File: config.mk
export PLATFORM = sky130hd
export DESIGN_NAME = rmq_sqrt
export DESIGN_NICKNAME = d
export VERILOG_FILES = /design/src/hdl/rmq_sqrt.sv
export SDC_FILE = /design/constraint.sdc
export NUM_CORES = 2
export LEC_CHECK = 0
export BUFFER_PORTS_ARGS = -buffer_cell sky130_fd_sc_hd__buf_2
export CAP_MARGIN = 40
export CORE_UTILIZATION = 45
export DETAILED_ROUTE_END_ITERATION = 8
export GPL_TIMING_DRIVEN = 1
export MAX_ROUTING_LAYER = met4
export SETUP_SLACK_MARGIN = 0.4
export SLEW_MARGIN = 10
export SYNTH_ARGS = -nofsm -noshare
export SYNTH_HDL_FRONTEND = slang
export SYNTH_MEMORY_MAX_BITS = 65536
export SYNTH_SLANG_ARGS = --single-unit
export TNS_END_PERCENT = 5
File: constraint.sdc
create_clock -name clk_i -period 4.7 [get_ports clk_i]
set_input_delay 0.47 -clock clk_i [delete_from_list [all_inputs] [get_ports clk_i]]
set_output_delay 0.47 -clock clk_i [all_outputs]
set_load 0.05 [all_outputs]
File: src/hdl/rmq_sqrt.sv
// Pipelined integer square root, one result bit per stage, floor rounding.
module rmq_sqrt #(
  parameter int unsigned IN_BITS   = 64,
  parameter int unsigned SIDE_BITS = 8,
  parameter int unsigned R         = IN_BITS / 2
) (
  input  logic                 clk_i,
  input  logic                 rst_ni,
  input  logic                 en_i,
  input  logic                 valid_i,
  input  logic [IN_BITS-1:0]   rad_i,
  input  logic [SIDE_BITS-1:0] side_i,
  output logic                 valid_o,
  output logic [R-1:0]         root_o,
  output logic [SIDE_BITS-1:0] side_o
);

  localparam int unsigned RMW = R + 2;

  logic [R-1:0]         valid_q;
  logic [RMW-1:0]       rem_q  [R];
  logic [R-1:0]         root_q [R];
  logic [IN_BITS-1:0]   rad_q  [R];
  logic [SIDE_BITS-1:0] side_q [R];

  for (genvar g = 0; g < R; g++) begin : g_stage
    logic                 vin;
    logic [RMW-1:0]       rem_in;
    logic [R-1:0]         root_in;
    logic [IN_BITS-1:0]   rad_in;
    logic [SIDE_BITS-1:0] side_in;
    logic [RMW+1:0]       rem_sh, trial;
    logic                 ge;

    if (g == 0) begin : g_first
      assign vin     = valid_i;
      assign rem_in  = '0;
      assign root_in = '0;
      assign rad_in  = rad_i;
      assign side_in = side_i;
    end else begin : g_next
      assign vin     = valid_q[g-1];
      assign rem_in  = rem_q[g-1];
      assign root_in = root_q[g-1];
      assign rad_in  = rad_q[g-1];
      assign side_in = side_q[g-1];
    end

    // Bring down two radicand bits and try the next root bit.
    assign rem_sh = {rem_in, rad_in[IN_BITS-1 -: 2]};
    assign trial  = {RMW'(root_in), 2'b01};
    assign ge     = rem_sh >= trial;

    always_ff @(posedge clk_i or negedge rst_ni) begin
      if (!rst_ni) begin
        valid_q[g] <= 1'b0;
      end else if (en_i) begin
        valid_q[g] <= vin;
      end
    end

    always_ff @(posedge clk_i) begin
      if (en_i) begin
        rem_q[g]  <= ge ? RMW'(rem_sh - trial) : RMW'(rem_sh);
        root_q[g] <= {root_in[R-2:0], ge};
        rad_q[g]  <= rad_in << 2;
        side_q[g] <= side_in;
      end
    end
  end

  assign valid_o = valid_q[R-1];
  assign root_o  = root_q[R-1];
  assign side_o  = side_q[R-1];

endmodule

==> results.json <==
{
  "grt_max_degree": 141,
  "tns_ns": 0,
  "grt_pass1_wl_um": 401000,
  "pin_count": 117,
  "finalNetCount": 10468,
  "cts.htree.levels": 5,
  "report.final.hold_viol_count": 0,
  "detailedPlacementHpwl_um": 181700,
  "total_cts_buffers": 306,
  "drt_pass1_iterations": 6,
  "r2r-end": "rem_q[4][19]$_DFFE_PP_",
  "initialDrtViolationCount": 5324,
  "routed_wire_length_per_instance_um": 18.41,
  "synth_seq_area_share_pct": 66.62,
  "count_of_flip_flops_with_a_built_in_enable_after_synthesis": 2779,
  "finalCriticalPeriod_ns": 4.124,
  "ys_ff_latch": 2811,
  "placeableCoreArea_sq_um": 279400,
  "synth_top_cell_by_area": "sky130_fd_sc_hd__edfxtp_1",
  "antenna_left": 0,
  "finalSetupViolations": 0,
  "clk_transition_reported_paths_ns": 0.06,
  "netlist_top_cells_area": "sky130_fd_sc_hd__edfxtp_1 (66%), sky130_fd_sc_hd__ha_1 (5.6%), sky130_fd_sc_hd__xnor2_1 (3.0%), sky130_fd_sc_hd__xor2_1 (2.8%), sky130_fd_sc_hd__a21oi_1 (2.5%)",
  "post_layout_util_pct": 51.05,
  "critical_path_required_ns": 5.31,
  "yosys_warnings": 0,
  "critical_path.startpoint": "rem_q[3][8]$_DFFE_PP_",
  "outcome": "complete, no violations",
  "post_synth.cell_area_avg_sq_um": 13.44,
  "vdd_ir_drop_max_uv": 440.0,
  "fin_skew_ns": 0.05101,
  "finalWirelength_um": 253900,
  "detailroute.via_count": 73478,
  "global_route.overflow_total": 0,
  "design_power_total_mw": 69.65,
  "routability_congestion": 0.8881,
  "start_util_pct": 45.27,
  "syn_to_final_growth_pct": 12.78,
  "min_period_over_period_pct": 87.74,
  "synthFlopType": "sky130_fd_sc_hd__edfxtp_1",
  "path_class": "reg -> reg",
  "yosys.cell_count.top_type": "sky130_fd_sc_hd__edfxtp_1",
  "antenna_found_initial": 2,
  "startpoint_type": "flop",
  "die-height_um": 532.1,
  "cp_slowest_stage_delay_ns": 0.65,
  "fillers": 23664,
  "worst-r2r-setup-slack_ns": 0.58,
  "hold_path_class": "in -> reg",
  "cell_by_cell_listing_of_the_critical_path": "or4_4 -> or4b_4 -> or4_4 -> nor4bb_1 -> or4b_4 -> nand2b_2 -> or3_1 -> nor3_1 -> xor2_1",
  "timing_max_transition_violations_final": 0,
  "insertion_delay_ns": 0.89,
  "clock-sinks": 2811,
  "timing_worst_slew_pin_value_ns": 0.9928,
  "synth_top_area_share_pct": 65.98,
  "synth_cells": 9413,
  "startpoint_of_the_worst_register_to_register_path": "rem_q[3][8]$_DFFE_PP_",
  "synth_cell_types": 90,
  "timing.max_slew.rel_slack_pct": 33.81,
  "crit_path_end": "rem_q[4][19]$_DFFE_PP_",
  "syn-num-nets": 10051,
  "worstSetupEndpointType": "flop",
  "grt.total_usage_pct": 18.20,
  "buffer_ports.inserted": 116,
  "netlist_top_cells_count": "sky130_fd_sc_hd__edfxtp_1 (2779), sky130_fd_sc_hd__inv_1 (712), sky130_fd_sc_hd__a21oi_1 (623), sky130_fd_sc_hd__nand2_1 (595), sky130_fd_sc_hd__nor2_1 (576)",
  "clock_path_buffers": 4,
  "route.detailed.drc": 0,
  "rows": 194,
  "die_w_um": 532.1,
  "cts_tree": "done",
  "pwr_density_cell_nw_per_um2": 488.3,
  "cell_area_synth_sq_um": 126500,
  "clock.fmax_ghz": 0.2425,
  "crit_slowest_cell": "sky130_fd_sc_hd__or4b_4",
  "path_max_fanout": 15,
  "p_leak_nw": 54.12,
  "grt_setup_unrepaired": "no",
  "first_global_vias": 72828,
  "drv_cap": 0,
  "signal_arrival_time_at_the_worst_endpoint_ns": 4.74,
  "die_area_sq_um": 283200,
  "root_buffer": "sky130_fd_sc_hd__clkbuf_16",
  "avgViaCountPerCell": 5.326,
  "post_route_cells_drive_above_1_share_pct": 8.303,
  "worst-r2r-cell-count": 9,
  "synthArstFlopShare_pct": 1.138
}
==> final cells by class <==
class	instances	area [sq um]	share of cell area [%]
clock buffer	376	7994	5.604
tap	3724	4659	3.267
inverter	715	2684	1.882
timing repair buffer	300	2492	1.747
clock inverter	171	1627	1.140
multi-input combinational	5696	38920	27.29
sequential	2811	84250	59.07
antenna	3	7.507	0.005263
==> flip-flops by register name (all words and copies together) (netlist names) <==
signal / count
rem_q: 1003
g_stage.vin: 31
root_q: 528
valid_o: 1
rad_q: 992
side_q: 256
==> per-layer routing <==
metal / share of wire [%] / vias to the layer above / GRT usage [%] / routed length (um)
met5: 0 / - / - / 0
met4: 2.6 / 0 / 5.182 / 6657
met3: 3.6 / 418 / 2.027 / 9137
met2: 50 / 1350 / 30.74 / 126000
met1: 44 / 35833 / 23.18 / 112200
li1: - / 35877 / - / -
==> logic make-up (layout without fill, tap and decap cells) <==
kind of cell,Yosys count,count (layout),synth area share [%]
buf+inv,906,1562,2.694
fa+ha+maj,562,562,5.560
xor+xnor,834,834,5.776
flops,2811,2811,66.62
simple gates,2311,2311,9.079
compound gates,1865,1865,9.185
other cells,1,4,0.002965
mux,123,123,1.088
==> critical path: cells and delay by family, from the launching register on <==
kind | cells | cell delay (ns)
xor gates and xnor gates | 1 | 0.15
DFF | 1 | 0.43
and+or+nand+nor | 8 | 3.28
==> where the power goes <==
part | internal [mW] | total, mW | switching (mW)
clock | 13.1 | 22.9 | 9.79
combinational | 5.59 | 13.3 | 7.69
sequential | 31.5 | 33.4 | 1.96
==> layout by cell type (no fill, tap or decap), drive strengths merged, types with 136 or more instances in the layout <==
master,n
nor2,576
inv,724
buf,225
xor2,406
a21o,251
clkbuf,376
nor3,205
a21oi,623
ha,562
nand2,595
o21ai,430
xnor2,428
nand3,140
edfxtp,2779
clkinv,136
==> worst min-delay path by stage <==
stage                            startpoint                           to  slack [ns]  cells past startpoint
floorplan                            rst_ni  g_stage[10].vin$_DFFE_PN0P_        0.17                      0
global placement    rad_q[23][50]$_DFFE_PP_      rad_q[24][52]$_DFFE_PP_        0.40                      0
detailed placement   rad_q[9][52]$_DFFE_PP_      rad_q[10][54]$_DFFE_PP_        0.40                      0
CTS                                    en_i       side_q[5][5]$_DFFE_PP_        0.05                      1
global route                           en_i       side_q[5][5]$_DFFE_PP_        0.08                      1
finish                                 en_i       side_q[0][5]$_DFFE_PP_        0.08                      1
==> stage by stage <==
stage,area [sq um],hold slack (ns),setup slack [ns],cells
finish,142600,0.07718,0.5763,13796
global route,142600,0.08308,0.4616,13794
CTS,142600,0.04965,0.4885,13793
detailed placement,132300,0.4045,0.5231,13171
global placement,132200,0.4007,0.5156,13166
floorplan,126500,0.1744,1.245,9413
==> what timing repair did <==
action | CTS | global route
buffers inserted | 0 | 0
setup endpoints to repair | 0 | 16
hold buffers | 75 | 0
gates resized for setup | 0 | 1
hold endpoints to repair | 106 | 0
Power figures use the tool's default switching activity.
